[src/hdl/sgr_pkg.sv]
`timescale 1ns / 1ps
// ----------------------------------------------------------------------------
// Square grid rotator package
// Shared constants, opcode codes and the command type passed from the front
// end to the execution back end.
// ----------------------------------------------------------------------------
package sgr_pkg;

	localparam int DEF_GRID_SIDE = 16;
	localparam int CMD_DEPTH     = 2;

	localparam int OPCODE_W = 3;
	localparam int INDEX_W  = 4;
	localparam int CELL_W   = 8;
	localparam int DIM_W    = 5;

	localparam int S_TDATA_W = 32;
	localparam int S_TUSER_W = OPCODE_W;
	localparam int M_TDATA_W = 24;

	localparam logic [CELL_W-1:0] BLANK_CELL = 8'h20;

	localparam logic [OPCODE_W-1:0] OP_SET_DIMS = 3'd0;
	localparam logic [OPCODE_W-1:0] OP_WRITE    = 3'd1;
	localparam logic [OPCODE_W-1:0] OP_ROT_CW   = 3'd2;
	localparam logic [OPCODE_W-1:0] OP_ROT_CCW  = 3'd3;
	localparam logic [OPCODE_W-1:0] OP_READ     = 3'd4;

	typedef enum logic [2:0] {
		KIND_SET_DIMS,
		KIND_WRITE,
		KIND_ROT_CW,
		KIND_ROT_CCW,
		KIND_REPORT
	} sgr_kind_t;

	typedef struct packed {
		sgr_kind_t            kind;
		logic                 in_grid;
		logic [INDEX_W-1:0]   row;
		logic [INDEX_W-1:0]   col;
		logic [CELL_W-1:0]    value;
		logic [DIM_W-1:0]     width;
		logic [DIM_W-1:0]     height;
	} sgr_cmd_t;

	typedef enum logic [2:0] {
		ST_CLEAR,
		ST_IDLE,
		ST_ROT_RD,
		ST_ROT_MID,
		ST_ROT_WR,
		ST_ROT_END,
		ST_FETCH,
		ST_RESULT
	} sgr_state_t;

endpackage

[src/hdl/sgr_cmd_fifo.sv]
`timescale 1ns / 1ps
// ----------------------------------------------------------------------------
// Square grid rotator command queue
// Short queue that decouples the front end from the back end.
// ----------------------------------------------------------------------------
module sgr_cmd_fifo
	import sgr_pkg::*;
(
	input  logic     clk,
	input  logic     arst_n,
	input  logic     in_valid,
	output logic     in_ready,
	input  sgr_cmd_t in_cmd,
	output logic     out_valid,
	input  logic     out_ready,
	output sgr_cmd_t out_cmd
);

	localparam int PTR_W = (CMD_DEPTH > 1) ? $clog2(CMD_DEPTH) : 1;
	localparam int CNT_W = $clog2(CMD_DEPTH + 1);

	sgr_cmd_t           entry_q [CMD_DEPTH];
	logic [PTR_W-1:0]   wr_ptr_q;
	logic [PTR_W-1:0]   rd_ptr_q;
	logic [CNT_W-1:0]   cnt_q;
	logic               push;
	logic               pop;

	assign in_ready  = (cnt_q != CNT_W'(CMD_DEPTH));
	assign out_valid = (cnt_q != '0);
	assign push      = in_valid && in_ready;
	assign pop       = out_valid && out_ready;
	assign out_cmd   = entry_q[rd_ptr_q];

	always_ff @(posedge clk) begin
		if (push) begin
			entry_q[wr_ptr_q] <= in_cmd;
		end
	end

	always_ff @(posedge clk or negedge arst_n) begin
		if (!arst_n) begin
			wr_ptr_q <= '0;
			rd_ptr_q <= '0;
			cnt_q    <= '0;
		end else begin
			if (push) begin
				wr_ptr_q <= (wr_ptr_q == PTR_W'(CMD_DEPTH - 1)) ? '0 : wr_ptr_q + 1'b1;
			end
			if (pop) begin
				rd_ptr_q <= (rd_ptr_q == PTR_W'(CMD_DEPTH - 1)) ? '0 : rd_ptr_q + 1'b1;
			end
			if (push && !pop) begin
				cnt_q <= cnt_q + 1'b1;
			end else if (pop && !push) begin
				cnt_q <= cnt_q - 1'b1;
			end
		end
	end

endmodule

[config.mk]
export PLATFORM = sky130hd
export DESIGN_NAME = sgr_cmd_fifo
export DESIGN_NICKNAME = d
export VERILOG_FILES = /design/src/hdl/sgr_pkg.sv /design/src/hdl/sgr_cmd_fifo.sv
export SDC_FILE = /design/constraint.sdc
export NUM_CORES = 1
export LEC_CHECK = 0
export BUFFER_PORTS_ARGS = -buffer_cell sky130_fd_sc_hd__buf_2
export CAP_MARGIN = 20
export CORE_MARGIN = 2
export CORE_UTILIZATION = 48
export CTS_BUF_LIST = sky130_fd_sc_hd__clkbuf_8
export DETAILED_ROUTE_END_ITERATION = 6
export PLACE_DENSITY = 0.83
export SYNTH_ARGS = -nofsm -noshare
export SYNTH_HDL_FRONTEND = slang
export SYNTH_SLANG_ARGS = --single-unit
[constraint.sdc]
create_clock -name clk -period 2.4 [get_ports clk]
set_clock_uncertainty 0.1 [all_clocks]
set_input_delay 0.12 -clock clk [delete_from_list [all_inputs] [get_ports clk]]
set_output_delay 0.12 -clock clk [all_outputs]
set_load 0.05 [all_outputs]
; After elaboration in Yosys (flattened, before gate mapping)
; Memory sizes are Yosys's and may differ from the RTL's.
; Index checks and enable logic that the tools add are counted.
[op_classes]
n_addsub = 4
eq_ne = 1
n_mux = 6
reduce_logical = 8
[op_table]
columns = op, n
row1 = logical AND 1 bit, 4
row2 = two-way mux 1 bit, 4
row3 = two-way mux 2 bit, 2
row4 = nonzero test 2 bit, 2
row5 = adder 1 bit (second input constant), 2
row6 = adder 2 x 1 -> 2 bit (second input constant), 1
row7 = logical NOT 1 bit, 2
row8 = inequality test 2 bit (second input constant), 1
row9 = subtractor 2 x 1 -> 2 bit (second input constant), 1
[word_totals]
ff_bits = 4
ramBits = 60
input_bits = 34
output_inout_bits = 32
word_cells = 23
mem_count = 1
[mem_list]
columns = memory, depth, word_bits, rd, rd_ports_with_merged_regs, write_ports, line_no
row1 = entry_q, 2, 30, 1, 0, 1, sgr_cmd_fifo.sv:22  ; sgr_cmd_t entry_q [CMD_DEPTH];

; Logic depth before layout (Yosys ltp)
[logic_depth]
ltp_word = 6
ltp_mapped = 7

; Worst setup path after synthesis
; No wires, ideal clock.
[synth_timing]
path_kind = reg2reg
start = register cnt_q[0]
end = memory entry_q[0][0] in the netlist's numbering, enable pin
setup_ns = 0.417
t_arrival_ns = 2.039
setup_slack_ns = -0.156
path_stages_with_launch = 4
n_path_buf = 0
synth_period_minus_slack_ns = 2.556
path_cell_list = dfrtp_1 > nand2b_4 > nand2_1 > nor2_1
[synth_via]
elab_chain_cells = 4
[synth_lines]
columns = item, line_no
row1 = start: declaration, sgr_cmd_fifo.sv:25  ; logic [CNT_W-1:0] cnt_q;
row2 = start signal: assignment, sgr_cmd_fifo.sv:54  ; cnt_q <= cnt_q + 1'b1;
row3 = start signal: assignment, sgr_cmd_fifo.sv:56  ; cnt_q <= cnt_q - 1'b1;
row4 = inequality test 2 bit, sgr_cmd_fifo.sv:29  ; assign in_ready = (cnt_q != CNT_W'(CMD_DEPTH));
row5 = named net in_ready, sgr_cmd_fifo.sv:12  ; output logic in_ready,
row6 = logical AND 1 bit, sgr_cmd_fifo.sv:31  ; assign push = in_valid && in_ready;
row7 = two-way mux 1 bit, sgr_cmd_fifo.sv:36  ; if (push) begin
row8 = two-way mux 1 bit (implied by the code), sgr_cmd_fifo.sv:37  ; entry_q[wr_ptr_q] <= in_cmd;
row9 = end: declaration, sgr_cmd_fifo.sv:22
; The timed path passes the listed nets, and every way through them passes these cells.

==> flow_summary.yaml <==
grt:
  grt_pass1_vias: 1396
  grt_max_degree: 32
  grt_pass1_wl_mm: 6.53
  track_usage: 0.168
  antenna_found_initial: 0
  grt-ovfl-total: 0
route:
  drt_pass1_iterations: 4
  drt_iter0_drc: 87
  drc: 0
  drt-wirelength-per-cell_um: 15.2
  routed_wl_mm: 4.41
  avgViaCountPerCell: 4.65
  num_vias: 1354
  antenna_left: 0
timing:
  max_clock_freq_mhz: 535
  tightestPinTransition_ns: 0.415
  finalMaxSlewViolations: 0
  hold_viol: 0
  period_needed_ns: 1.87
  slew_headroom: 0.723
  fin_setup_tns_ns: 0
  rsz0062_at_grt: "false"
  finalCritPeriodShare: 0.779
  setup_viol: 0
setup_path:
  path_class: "reg -> out"
  path_buf_inv: 2
  start_kind: "flop"
  arrival_ns: 1.65
  slowest_delay_ns: 0.40
  crit_required_ns: 2.18
  critPathMaxFanout: 31
  slowest_stage: "mux2_2"
  critPathTopFamily: "buffers and inverters"
  crit_chain: "buf_4, mux2_2, buf_2"
  end_kind: "output port"
clocking:
  clkTransAtPathRegs_ns: 0.06
  cts_sinks: 64
  clk-insertion-delay-late_ns: 0.32
  postCtsHoldBufs: 32
  cts_htree_levels: 3
  cts_resized: 0
  cts_made_buffers: 9
  postCtsSetupRepairBufs: 0
  cts_tree: "yes"
  root_buffer: "clkbuf_8"
  cts_buffer_depth: 2
logic_synthesis:
  synth_enable_flop_cells: 60
  synth.avg_cell_area_um2: 21.5
  syn_nets: 146
  synth_common_cells: "edfxtp_1, mux2_2, dfrtp_1"
  synthTopCellsByArea: "edfxtp_1, mux2_2, dfrtp_1"
  ys_seq_area_frac: 0.797
  yosysWarnings: 0
  async_flop_share: 0.0625
  syn_inst: 111
  yosysTopAreaCell: "edfxtp_1"
  synth_ff_type: "edfxtp_1"
  post-synth-top-count-cell: "edfxtp_1"
  synth_area_um2: 2380
  yosysTopAreaCellShare: 0.756
  ys_ff_latch: 64
  synth.distinct_cells: 14
floorplan:
  die-area_um2: 5550
  start_util: 0.502
  io_pins: 66
  die_w_um: 74.5
  coreArea_um2: 4750
  die_y_um: 74.5
  fp-row-count: 25
flow_run:
  max-cap-violations: 0
power_and_ir_drop:
  p_int_uw: 2460
  peakVddDrop_mv: 0.618
  power_density_nw_per_um2: 1310
  switching_share: 0.426
  netSwitchingPower_uw: 1830
  seqPwrFrac: 0.378
  p_clk_frac: 0.177
  power_leakage_uw: 0.00127
  p_comb_frac: 0.445
place:
  post_dp_cell_area_um2: 2790
  gp_congestion: 0.669
  hpwl_mm: 2.58
  io_buffer_count: 65
status:
  status: "complete, no violations"
min_path:
  hold_class: "in -> async"
cells_and_area:
  n_antenna_cell: 0
  fillers: 336
  drive_gt1_frac: 0.513
  num-nets-final: 254
  postLayoutCellArea_um2: 3270
  area_growth_pct: 37.3
-- logic make-up (layout without fill, tap and decap cells) --
| group | after synthesis | after routing | synth area share |
|---|---|---|---|
| DFF | 64 | 64 | 0.797 |
| xor gates and xnor gates | 5 | 5 | 0.0184 |
| adders and majority gates | 1 | 1 | 0.00525 |
| and+or+nand+nor | 7 | 7 | 0.0215 |
| buffers and inverters | 4 | 117 | 0.0157 |
| muxes | 30 | 30 | 0.142 |
-- power by group through the flow --
stage / logic, uW / registers, uW / clock network, uW
3_3_place_gp: 1830 / 1620 / 0
2_1_floorplan: 1520 / 1630 / 0
3_5_place_dp: 1870 / 1640 / 0
6_report: 1910 / 1620 / 756
4_1_cts: 1920 / 1620 / 779
5_1_grt: 2000 / 1650 / 825
-- registers in the layout, summed over array words and instances, names as in the netlist --
register and count:
entry_q 60, wr_ptr_q 1, cnt_q 2, rd_ptr_q 1
-- stage by stage --
step	worst slack (ns)	total power (uW)	cells	util	hold slack, ns
6_report	0.531	4280	291	0.689	0.0257
5_1_grt	0.448	4470	291	0.689	0.0201
4_1_cts	0.508	4320	291	0.689	0.0183
3_5_place_dp	0.752	3520	243	0.587	-0.168
3_3_place_gp	0.851	3460	243	0.587	-0.175
2_1_floorplan	0.334	3150	111	-	-0.276
-- per-layer routing --
metal | vias to the layer above | track usage | share of wire | wire [um]
met5 | - | 0 | 0 | 0
met4 | 0 | 0.0952 | 0.021 | 92
met3 | 8 | 0.0407 | 0.042 | 185
met2 | 48 | 0.280 | 0.52 | 2290
met1 | 654 | 0.201 | 0.42 | 1840
li1 | 644 | - | - | -
-- placed cells by master, fill, tap and decap left out, drive strengths merged --
cell type     n
nand2b        1
edfxtp       60
dlygate4sd3  32
nor2          2
nand2         2
dfrtp         4
inv           2
and3          1
ha            1
or2           1
xnor2         3
xor2          2
mux2         30
clkinv        4
buf          68
clkbuf        9
clkinvlp      2
-- path summary, 6_finish.rpt --
path | to | cells after the start | startpoint | slack (ns)
min in group clk | wr_ptr_q | 3 | in_valid | 0.08
max reg2reg | entry_q[0][8] | 4 | cnt_q[0] | 0.77
max in group asynchronous | wr_ptr_q | 2 | arst_n | 2.05
max | out_cmd[6] | 3 | rd_ptr_q | 0.53
min | rd_ptr_q | 2 | arst_n | 0.03
min reg2reg | wr_ptr_q | 1 | wr_ptr_q | 0.45
-- layout make-up --
cell class | instances | area (um2) | share of cell area
multi-input cells | 43 | 453 | 0.138
flip-flops and latches | 64 | 1900 | 0.581
clock buffers | 9 | 124 | 0.0378
clock inverters | 7 | 40.0 | 0.0122
well taps | 67 | 83.8 | 0.0256
repair buffers | 100 | 668 | 0.204
inverters | 1 | 3.75 | 0.00115
(Power assumes the default switching activity.)
