<file path="src/hdl/sgr_pkg.sv">
`timescale 1ns / 1ps
// ----------------------------------------------------------------------------
// Square grid rotator package
// Shared constants, opcode codes and the command type passed from the front
// end to the execution back end.
// ----------------------------------------------------------------------------
package sgr_pkg;

	localparam int DEF_GRID_SIDE = 16;
	localparam int CMD_DEPTH     = 2;

	localparam int OPCODE_W = 3;
	localparam int INDEX_W  = 4;
	localparam int CELL_W   = 8;
	localparam int DIM_W    = 5;

	localparam int S_TDATA_W = 32;
	localparam int S_TUSER_W = OPCODE_W;
	localparam int M_TDATA_W = 24;

	localparam logic [CELL_W-1:0] BLANK_CELL = 8'h20;

	localparam logic [OPCODE_W-1:0] OP_SET_DIMS = 3'd0;
	localparam logic [OPCODE_W-1:0] OP_WRITE    = 3'd1;
	localparam logic [OPCODE_W-1:0] OP_ROT_CW   = 3'd2;
	localparam logic [OPCODE_W-1:0] OP_ROT_CCW  = 3'd3;
	localparam logic [OPCODE_W-1:0] OP_READ     = 3'd4;

	typedef enum logic [2:0] {
		KIND_SET_DIMS,
		KIND_WRITE,
		KIND_ROT_CW,
		KIND_ROT_CCW,
		KIND_REPORT
	} sgr_kind_t;

	typedef struct packed {
		sgr_kind_t            kind;
		logic                 in_grid;
		logic [INDEX_W-1:0]   row;
		logic [INDEX_W-1:0]   col;
		logic [CELL_W-1:0]    value;
		logic [DIM_W-1:0]     width;
		logic [DIM_W-1:0]     height;
	} sgr_cmd_t;

	typedef enum logic [2:0] {
		ST_CLEAR,
		ST_IDLE,
		ST_ROT_RD,
		ST_ROT_MID,
		ST_ROT_WR,
		ST_ROT_END,
		ST_FETCH,
		ST_RESULT
	} sgr_state_t;

endpackage

</file>
<file path="src/hdl/sgr_ram.sv">
`timescale 1ns / 1ps
// ----------------------------------------------------------------------------
// Generic simple dual-port RAM
// One write port and one read port with a registered read.
// ----------------------------------------------------------------------------
module sgr_ram #(
	parameter int WIDTH = 8,
	parameter int DEPTH = 256
) (
	input  logic                     clk,
	input  logic                     we,
	input  logic [$clog2(DEPTH)-1:0] waddr,
	input  logic [WIDTH-1:0]         wdata,
	input  logic                     re,
	input  logic [$clog2(DEPTH)-1:0] raddr,
	output logic [WIDTH-1:0]         rdata
);

	logic [WIDTH-1:0] mem_q [DEPTH];
	logic [WIDTH-1:0] rdata_q;

	always_ff @(posedge clk) begin
		if (we) begin
			mem_q[waddr] <= wdata;
		end
		if (re) begin
			rdata_q <= mem_q[raddr];
		end
	end

	assign rdata = rdata_q;

endmodule

</file>
<file path="src/hdl/sgr_back.sv">
`timescale 1ns / 1ps
// ----------------------------------------------------------------------------
// Square grid rotator back end
// Holds the cell store, the scratch store and the shape size, runs the
// rotation sweeps and drives the result register.
// ----------------------------------------------------------------------------
module sgr_back
	import sgr_pkg::*;
#(
	parameter int GRID_SIDE = DEF_GRID_SIDE
) (
	input  logic                 clk,
	input  logic                 arst_n,
	input  logic                 cmd_valid,
	output logic                 cmd_ready,
	input  sgr_cmd_t             cmd,
	output logic                 clearing,
	output logic                 m_tvalid,
	input  logic                 m_tready,
	output logic [M_TDATA_W-1:0] m_tdata
);

	localparam int CELLS = GRID_SIDE * GRID_SIDE;
	localparam int AW    = $clog2(CELLS);
	localparam int CW    = $clog2(GRID_SIDE);
	localparam int SW    = $clog2(GRID_SIDE + 1);

	sgr_state_t        state_q;
	sgr_state_t        state_d;
	sgr_cmd_t          cmd_q;
	logic [DIM_W-1:0]  width_q;
	logic [DIM_W-1:0]  height_q;
	logic [SW-1:0]     side_q;
	logic [CW-1:0]     r_q;
	logic [CW-1:0]     c_q;
	logic [AW-1:0]     clr_q;
	logic              pipe_vld_s1;
	logic              pipe_to_cell_s1;
	logic [AW-1:0]     pipe_addr_s1;
	logic              m_tvalid_q;
	logic [M_TDATA_W-1:0] m_tdata_q;

	logic [DIM_W-1:0]  max_dim;
	logic [SW-1:0]     side_new;
	logic              last_elem;
	logic [AW-1:0]     sq_addr;
	logic [AW-1:0]     src_addr;
	logic [AW-1:0]     head_addr;
	logic [AW-1:0]     cmd_addr;
	logic              pop;
	logic              step;
	logic              load_out;
	logic              cell_we;
	logic [AW-1:0]     cell_wa;
	logic [CELL_W-1:0] cell_wd;
	logic              cell_re;
	logic [AW-1:0]     cell_ra;
	logic [CELL_W-1:0] cell_rd;
	logic              scr_we;
	logic              scr_re;
	logic [CELL_W-1:0] scr_rd;
	logic [CELL_W-1:0] cell_res;

	assign max_dim   = (width_q > height_q) ? width_q : height_q;
	assign side_new  = (int'(max_dim) > GRID_SIDE) ? SW'(GRID_SIDE) : SW'(max_dim);
	assign last_elem = (int'(r_q) == int'(side_q) - 1) && (int'(c_q) == int'(side_q) - 1);
	assign sq_addr   = AW'(int'(r_q) * GRID_SIDE + int'(c_q));
	assign head_addr = AW'(int'(cmd.row) * GRID_SIDE + int'(cmd.col));
	assign cmd_addr  = AW'(int'(cmd_q.row) * GRID_SIDE + int'(cmd_q.col));

	always_comb begin
		if (cmd_q.kind == KIND_ROT_CW) begin
			src_addr = AW'((int'(side_q) - 1 - int'(c_q)) * GRID_SIDE + int'(r_q));
		end else begin
			src_addr = AW'(int'(c_q) * GRID_SIDE + (int'(side_q) - 1 - int'(r_q)));
		end
	end

	always_ff @(posedge clk or negedge arst_n) begin
		if (!arst_n) begin
			state_q <= ST_CLEAR;
		end else begin
			state_q <= state_d;
		end
	end

	always_comb begin
		state_d  = state_q;
		pop      = 1'b0;
		step     = 1'b0;
		load_out = 1'b0;
		cell_we  = pipe_vld_s1 && pipe_to_cell_s1;
		cell_wa  = pipe_addr_s1;
		cell_wd  = scr_rd;
		cell_re  = 1'b0;
		cell_ra  = cmd_addr;
		scr_re   = 1'b0;
		case (state_q)
			ST_CLEAR: begin
				cell_we = 1'b1;
				cell_wa = clr_q;
				cell_wd = BLANK_CELL;
				if (clr_q == AW'(CELLS - 1)) begin
					state_d = ST_IDLE;
				end
			end
			ST_IDLE: begin
				if (cmd_valid) begin
					pop     = 1'b1;
					state_d = ST_FETCH;
					case (cmd.kind)
						KIND_ROT_CW, KIND_ROT_CCW: begin
							if (side_new != '0) begin
								state_d = ST_ROT_RD;
							end
						end
						KIND_WRITE: begin
							if (cmd.in_grid) begin
								cell_we = 1'b1;
								cell_wa = head_addr;
								cell_wd = cmd.value;
							end
						end
						default: begin
						end
					endcase
				end
			end
			ST_ROT_RD: begin
				cell_re = 1'b1;
				cell_ra = src_addr;
				step    = 1'b1;
				if (last_elem) begin
					state_d = ST_ROT_MID;
				end
			end
			ST_ROT_MID: begin
				state_d = ST_ROT_WR;
			end
			ST_ROT_WR: begin
				scr_re = 1'b1;
				step   = 1'b1;
				if (last_elem) begin
					state_d = ST_ROT_END;
				end
			end
			ST_ROT_END: begin
				state_d = ST_FETCH;
			end
			ST_FETCH: begin
				cell_re = 1'b1;
				state_d = ST_RESULT;
			end
			ST_RESULT: begin
				if (!m_tvalid_q || m_tready) begin
					load_out = 1'b1;
					state_d  = ST_IDLE;
				end
			end
			default: begin
				state_d = ST_IDLE;
			end
		endcase
	end

	assign scr_we    = pipe_vld_s1 && !pipe_to_cell_s1;
	assign cmd_ready = pop;
	assign clearing  = (state_q == ST_CLEAR);
	assign cell_res  = cmd_q.in_grid ? cell_rd : BLANK_CELL;

	always_ff @(posedge clk) begin
		if (pop) begin
			cmd_q <= cmd;
		end
		pipe_addr_s1 <= sq_addr;
		if (load_out) begin
			m_tdata_q <= {6'd0, height_q, width_q, cell_res};
		end
	end

	always_ff @(posedge clk or negedge arst_n) begin
		if (!arst_n) begin
			width_q         <= DIM_W'(1);
			height_q        <= DIM_W'(1);
			side_q          <= '0;
			r_q             <= '0;
			c_q             <= '0;
			clr_q           <= '0;
			pipe_vld_s1     <= 1'b0;
			pipe_to_cell_s1 <= 1'b0;
			m_tvalid_q      <= 1'b0;
		end else begin
			pipe_vld_s1     <= (state_q == ST_ROT_RD) || (state_q == ST_ROT_WR);
			pipe_to_cell_s1 <= (state_q == ST_ROT_WR);
			if (state_q == ST_CLEAR) begin
				clr_q <= clr_q + 1'b1;
			end
			if (pop) begin
				r_q <= '0;
				c_q <= '0;
				case (cmd.kind)
					KIND_SET_DIMS: begin
						width_q  <= cmd.width;
						height_q <= cmd.height;
					end
					KIND_ROT_CW, KIND_ROT_CCW: begin
						side_q   <= side_new;
						width_q  <= height_q;
						height_q <= width_q;
					end
					default: begin
					end
				endcase
			end else if (step) begin
				if (last_elem) begin
					r_q <= '0;
					c_q <= '0;
				end else if (int'(c_q) == int'(side_q) - 1) begin
					c_q <= '0;
					r_q <= r_q + 1'b1;
				end else begin
					c_q <= c_q + 1'b1;
				end
			end
			if (load_out) begin
				m_tvalid_q <= 1'b1;
			end else if (m_tready) begin
				m_tvalid_q <= 1'b0;
			end
		end
	end

	sgr_ram #(
		.WIDTH(CELL_W),
		.DEPTH(CELLS)
	) u_cell_ram (
		.clk  (clk),
		.we   (cell_we),
		.waddr(cell_wa),
		.wdata(cell_wd),
		.re   (cell_re),
		.raddr(cell_ra),
		.rdata(cell_rd)
	);

	sgr_ram #(
		.WIDTH(CELL_W),
		.DEPTH(CELLS)
	) u_scratch_ram (
		.clk  (clk),
		.we   (scr_we),
		.waddr(pipe_addr_s1),
		.wdata(cell_rd),
		.re   (scr_re),
		.raddr(sq_addr),
		.rdata(scr_rd)
	);

	assign m_tvalid = m_tvalid_q;
	assign m_tdata  = m_tdata_q;

endmodule

</file>
<file path="config.mk">
export PLATFORM = sky130hd
export DESIGN_NAME = sgr_back
export DESIGN_NICKNAME = d
export VERILOG_FILES = /design/src/hdl/sgr_pkg.sv /design/src/hdl/sgr_ram.sv /design/src/hdl/sgr_back.sv
export SDC_FILE = /design/constraint.sdc
export NUM_CORES = 2
export LEC_CHECK = 0
export BUFFER_PORTS_ARGS = -buffer_cell sky130_fd_sc_hd__buf_2
export CORE_MARGIN = 3
export CORE_UTILIZATION = 40
export CTS_CLUSTER_DIAMETER = 40
export DETAILED_ROUTE_END_ITERATION = 6
export PLACE_DENSITY = 0.63
export SLEW_MARGIN = 15
export SYNTH_ARGS = -nofsm -noshare
export SYNTH_HDL_FRONTEND = slang
export SYNTH_SLANG_ARGS = --single-unit
</file>
<file path="constraint.sdc">
create_clock -name clk -period 12.23 [get_ports clk]
set_input_delay 3.0575 -clock clk [delete_from_list [all_inputs] [get_ports clk]]
set_output_delay 3.0575 -clock clk [all_outputs]
set_load 0.01 [all_outputs]
</file>
---- Yosys cells after proc, flatten, opt, wreduce, memory -nomap -nowiden ----
Memories as Yosys holds them, arrays and structs flattened. A register that Yosys moved wholly into a read port is not among the register bits.
Index checks and enable logic that the tools add are counted.
word-level totals
  register bits after elaboration ......... 75
  bits in writable memories ............... 4096
  bits of input ports ..................... 34
  output and inout bits ................... 27
  word-level logic and storage cells ...... 119
  memories ................................ 2
cells by class
  $add $sub $neg .......................... 11
  order comparisons ....................... 2
  eq/ne operators ......................... 19
  multiplexer cells ....................... 47
  reduce and logical (&&, ||, !) cells .... 21
memories
  name                 words  width  rd ports  clocked after Yosys merged registers in  write ports  line           text
  u_cell_ram.mem_q     256    8      1         1                                        1            sgr_ram.sv:19  logic [WIDTH-1:0] mem_q [DEPTH];
  u_scratch_ram.mem_q  256    8      1         1                                        1            sgr_ram.sv:19
operators by type and width
  cell                                                              number
  8-bit 2-to-1 mux                                                  8
  4-bit 2-to-1 mux                                                  8
  8-bit case mux with 2 select lines                                2
  8-bit by 4-bit adder with 8-bit output                            3
  3-bit case mux with 8 select lines                                1
  3-bit 2-to-1 mux                                                  7
  5-bit case mux with 2 select lines                                2
  1-bit 2-to-1 mux                                                  16
  3-bit by 2-bit == test with 1-bit output (second input constant)  5
  3-bit == test (second input constant)                             4
  5-bit by 6-bit == test with 1-bit output                          2
  5-bit 2-to-1 mux                                                  2
  4-bit by 1-bit adder with 4-bit output (second input constant)    2
  8-bit by 1-bit adder with 8-bit output (second input constant)    1
  8-bit by 5-bit adder with 8-bit output                            1
  8-bit adder                                                       1
  8-bit == test (second input constant)                             1
  2-bit != test (second input constant)                             4
  6-bit by 5-bit subtractor with 7-bit output                       1
  3-bit by 1-bit == test with 1-bit output (second input constant)  2
  3-bit zero test                                                   2
  2-bit AND reduction                                               3
  2-bit nonzero test                                                3
  2-bit OR reduction                                                3
  12 further kinds                                                  16

---- Longest topological paths before layout ----
  word-level depth ........................ 9
  gate-level depth with buffers ........... 21
  gate-level depth less buffers ........... 19

---- Cells and area by module ----
Synthesis repeated with hierarchy kept, for this count alone.
second synthesis, totals
  cell total of the unflattened synthesis .. 7879
  area total of the unflattened synthesis .. 163411.7 um^2
modules (own cells, without submodules)
  module    instances  cells an instance  area an instance (um^2)  sequential area each (um^2)
  sgr_ram   2          3733               79636.4                  61739.2
  sgr_back  1          413                4139.0                   1989.4

---- Worst setup path before layout ----
Ideal clock, no wire load.
  path kind ............................... input to register
  start ................................... in cmd[27] in the netlist's numbering
  end ..................................... mem u_cell_ram.mem_q[0][5] (data pin)
  setup time .............................. 1.579 ns
  data arrival time ....................... 10.660 ns
  data required time ...................... 10.651 ns
  slack ................................... -0.009 ns
  cell stages on the path ................. 5
  path through ............................ nor2b_1 > nand3_1 > nor2_1 > o22ai_1 > a21oi_1
on the way
  word-level cells in the longest chain between the ends .. 4
RTL lines
  element                                   line             text
  start: declaration                        sgr_back.sv:16   input sgr_cmd_t cmd,
  3-bit by 1-bit == test with 1-bit output  sgr_back.sv:111  case (cmd.kind)
  8-bit 2-to-1 mux                          sgr_back.sv:111
  8-bit 2-to-1 mux                          sgr_back.sv:108  if (cmd_valid) begin
  8-bit case mux with 2 select lines        sgr_back.sv:98   case (state_q)
  named net cell_wd[5]                      sgr_back.sv:55   logic [CELL_W-1:0] cell_wd;
  end: declaration                          sgr_ram.sv:19
The timed path passes the listed nets, and every way through them passes these cells.

---- Worst setup path after layout ----
  start ................................... reg r_q[1]
  end ..................................... reg u_cell_ram.rdata_q[3], in the netlist u_cell_ram.rdata[3] (read register of u_cell_ram.mem_q) (data pin)
on the way
  word-level cells in the longest chain between the ends .. 4
  elaborated cells between the ends (all ways) .. 5
  classes of those cells .................. add/sub (3); mux (2)
RTL lines
  element                                      line             text
  start: declaration                           sgr_back.sv:34   logic [CW-1:0] r_q;
  start signal: assignment                     sgr_back.sv:220  r_q <= r_q + 1'b1;
  6-bit by 5-bit subtractor with 7-bit output  sgr_back.sv:75   src_addr = AW'(int'(c_q) * GRID_SIDE + (int'(side_q) - 1 - int'(r_q)));
  8-bit adder                                  sgr_back.sv:75
  8-bit 2-to-1 mux *                           sgr_back.sv:72   if (cmd_q.kind == KIND_ROT_CW) begin
  8-bit 2-to-1 mux *                           sgr_back.sv:98
  end: declaration                             sgr_ram.sv:20    logic [WIDTH-1:0] rdata_q;
Mark *: on every way between the ends. The rest lies on a longest branch, timed or not.
A chain may end at the register's enable or synchronous reset.

==> results.txt <==
----------------------------------------------------
[Power and ir drop]
  Power per cell area ... about 170 nW/um2
  IR drop worst, VDD ... about 0.00015 V
  Pleak ... just under 0.06 uW

[Min path]
  Classification of the worst-slack hold path ... reg -> reg

[Detailed routing]
  Highest metal layer used by the detailed router ... met5
  Detailed-route DRC error count ... 1
  Initial drt markers ... roughly 14000
  DRT Wirelength ... approximately 500000 um
  Ratio of routed vias to standard cells ... slightly above 6
  Overall via count from detail_route ... roughly 93000
  Detail Route Antenna Nets ... 0
  Drt wl/cell ... 31.7 um
  Post-route met1 wirelength ... 182000 um
  Routed length on met3 ... ~52000 um
  First-pass DRT Iterations ... 7
  Met2 Wirelength ... 228000 um

[Cells and area]
  FILL cells ... approximately 34000
  Fraction of final layout cells with drive strength greater than 1 ... 0.183
  Synthesis-to-finish area growth ... 13.4%
  Utilization of the core after routing ... 0.456
  Net total in the final layout ... between 9000 and 10000
  Finished layout cell area ... between 150000 and 200000 um2

[Synthesis]
  Cell taking the most area after synthesis ... edfxtp_1
  Distinct cell type count of the synthesized netlist ... 91
  Total of warnings raised by yosys ... 0
  Post-synthesis mux area share ... 0.110
  Commonest register cell after synthesis ... edfxtp_1
  Most instantiated cells after synthesis ... 4142 x edfxtp_1, 1431 x nand2_1, 749 x mux4_2
  Dominant combinational cell family by area after synthesis ... multiplexers
  Synth Instances ... 9398
  Post-synthesis async set-or-reset flop share ... 0.00884
  Most numerous cell in the Yosys netlist ... edfxtp_1
  Xor/xnor share of the synthesized area ... 0.00106
  Fraction of the yosys area taken by sequential cells ... 0.760
  Simple-gate share of the synthesized area ... 0.0716
  Count of flip-flops with a built-in enable after synthesis ... 4142
  Most area-consuming cells after synthesis ... edfxtp_1 75%, mux4_2 10%, nand2_1 3.3%
  Yosys reg bits ... 4187
  Post-synth top area share ... 0.754
  Adder-cell share of the synthesized area ... 0.00180
  Share of the synthesized area in compound gates (AO/OA/AOI/OAI) ... 0.0386
  Mapped cell area ... 165000 um2
  Mean Syn Cell Area ... about 18 um2

[Outcome]
  Run status ... finished with violations
  Violated checks ... design-rule violations

[Global route]
  Pin count of the biggest net entering global routing ... 210
  GRT Resource Usage Total ... 0.228
  Vias in the first global route ... 91000
  Global-route wire length before repair ... about 690000 um
  Initial antenna violation count ... 37
  GRT Residual Overflow ... 0

[STA]
  Number of endpoints failing setup at the final stage ... 0
  Transition time at the pin with the least slew margin ... between 1000 and 1500 ps
  Shortest period the worst path allows ... around 8100 ps
  Sum of negative setup slack ... 0 ps
  Number of pins with negative max-slew slack in the final report ... 0
  Number of failing hold endpoints at the final stage ... 0
  Worst clock skew on the final layout ... 64.8 ps
  RSZ-0062 raised after global routing ... no
  Final cycle utilization of the critical path ... 0.665
  Worst max-slew margin expressed relative to the limit ... 0.0972
  Timing-limited maximum frequency ... roughly 120 MHz

[Setup path]
  Critical path endpoint ... u_cell_ram.rdata[3]
  R2R setup slack ... roughly 4100 ps
  Data arrival time at the worst-slack endpoint ... between 8000 and 9000 ps
  Largest fanout on the critical path ... 31
  Required time reported for the critical path endpoint ... between 10000 and 15000 ps
  Crit end category ... flop
  Number of cells on the worst reg-to-reg path ... 19
  Family of cells with the greatest summed delay on the critical path ... compound AO/OA/AOI/OAI gates
  Cell-by-cell listing of the critical path ... inv_2, buf_4, ha_1, nor2b_1, o31a_1, nor3b_1, xor2_1, inv_1, fa_1, nand2_1, a22oi_2, buf_4, nor2_1, nand2_1, a211oi_1, a21oi_1, nand3_1, a2bb2oi_1, o32ai_1
  Slowest stage cell, crit path ... a211oi_1
  Category of the critical setup timing path ... reg -> reg
  Start of the worst register-to-register path ... r_q[1]
  Delay of the slowest critical-path stage ... just under 1000 ps
  Setup crit start kind ... flop
  CP Depth ... 19
  Worst r2r dst ... u_cell_ram.rdata[3]
  Sum of buffers and inverters on the critical path ... 4
  Worst Setup SP ... r_q[1]

[Placement]
  Placement Cell Area ... ~170000 um2
  HPWL after detailed placement ... around 290000 um
  Final weighted congestion in routability-driven placement ... ~0.9
  Number of buffers added on ports ... 54

[CTS]
  # Post-CTS Setup Buffers ... 0
  TritonCTS clock tree ... built
  Number of buffers added to fix hold violations after cts ... 0
  PostCTS Resize Cnt ... 0
  Post-CTS clock slew at the launch and capture registers of the worst setup and hold paths ... 60 ps
  Clock Sink Count ... 4187
  Clock latency on the worst-skew pair ... 1020 ps
  TritonCTS buffer count ... approximately 460
  CTS max path bufs ... 4
  H-tree levels ... 5
  Clock tree root buffer cell ... clkbuf_16

[Die]
  Y dimension of the die ... roughly 650 um
  Die outline area ... about 420000 um2
  Site row count ... 235
  Initial Util ... 0.402
  Die span in x ... around 650 um
  Number of placed I/O pins ... 61
  Total core area ... just over 400000 um2

[Job]
  Number of max-capacitance violations reported ... 0

----------------------------------------------------
## layout make-up
type	instances	area, um2	area share
antenna	28	70.1	0.000374
clock buffer	517	11800	0.0629
clock inverter	347	3860	0.0206
inverter	30	120	0.000642
multi-input combinational	4564	37000	0.198
sequential	4187	125000	0.670
tap	5451	6820	0.0364
timing repair buffer	244	2020	0.0108
## worst min-delay path by stage
stage                startpoint         endpoint  cells past startpoint
floorplan                c_q[3]  pipe_addr_s1[3]                      0
global placement       clr_q[6]         clr_q[6]                      1
detailed placement  height_q[4]      m_tdata[17]                      0
CTS                 height_q[4]      m_tdata[17]                      0
global route        height_q[4]      m_tdata[17]                      0
finish              height_q[4]      m_tdata[17]                      0
## power by group
part | internal [uW] | leakage [uW] | switching [uW]
sequential | 15900 | 0.0378 | 20.0
combinational | 493 | 0.0135 | 1460
clock | 8160 | 0.00752 | 5950
## kinds of logic after synthesis
kind of cell,count (synthesis)
and+or+nand+nor,2763
buffers and inverters,652
xor gates and xnor gates,20
AOI/OAI and AO/OA,891
adders and majority gates,22
other,1
DFF,4187
muxes,862
## sequential cells by signal, indices dropped and copies added (netlist names)
name,flops
u_scratch_ram.mem_q,2048
m_tdata,18
pipe_addr_s1,8
u_cell_ram.rdata,8
r_q,4
width_q,5
clr_q,8
c_q,4
side_q,5
cmd_q,12
state_q,3
pipe_vld_s1,1
pipe_to_cell_s1,1
u_scratch_ram.rdata,8
u_cell_ram.mem_q,2048
m_tvalid,1
height_q,5
## layer usage
metal / vias up / global-route usage
met5: - / 0
met4: 8 / 0.110
met3: 1094 / 0.0505
met2: 6129 / 0.355
met1: 48300 / 0.304
li1: 37700 / -
## placed cells by master, fill, tap and decap left out, types with 15 or more instances in the layout
cell        synthesis  routed
clkbuf_1          321      55
nand3_1           364     359
nor2_1            580     572
a311oi_1          108     108
edfxtp_1         4142    4142
bufinv_16           0      53
a32oi_1            87      87
clkinv_4            0      36
a31oi_1           181     181
buf_4              14     163
mux2i_1           107     106
o21ai_0            54      53
buf_2             173      54
dfrtp_1            35      31
and3_1            239     238
buf_12              1      24
clkinv_1            0      66
clkinvlp_4          0      44
inv_1              29      27
clkinv_2            0      69
clkbuf_16           0     462
mux4_2            749     749
diode_2             0      28
nand2_1          1431    1423
nor2b_1            17      15
a21oi_1           115     113
nor4_1             19      18
ha_1               19      19
o22ai_1            49      49
nor3_1             32      30
a211oi_1          145     145
nand4_1            32      32
inv_6               0      40
## metrics by stage
step | setup slack (ps) | hold slack [ps] | total power (uW) | cells
finish | 4100 | 494 | 32000 | 15400
global route | 4220 | 516 | 32800 | 15300
CTS | 4430 | 496 | 32100 | 15300
detailed placement | 4110 | 481 | 18200 | 14500
global placement | 4130 | 483 | 18200 | 14500
floorplan | 3610 | 345 | 17400 | 9403
(Power assumes the default switching activity.)
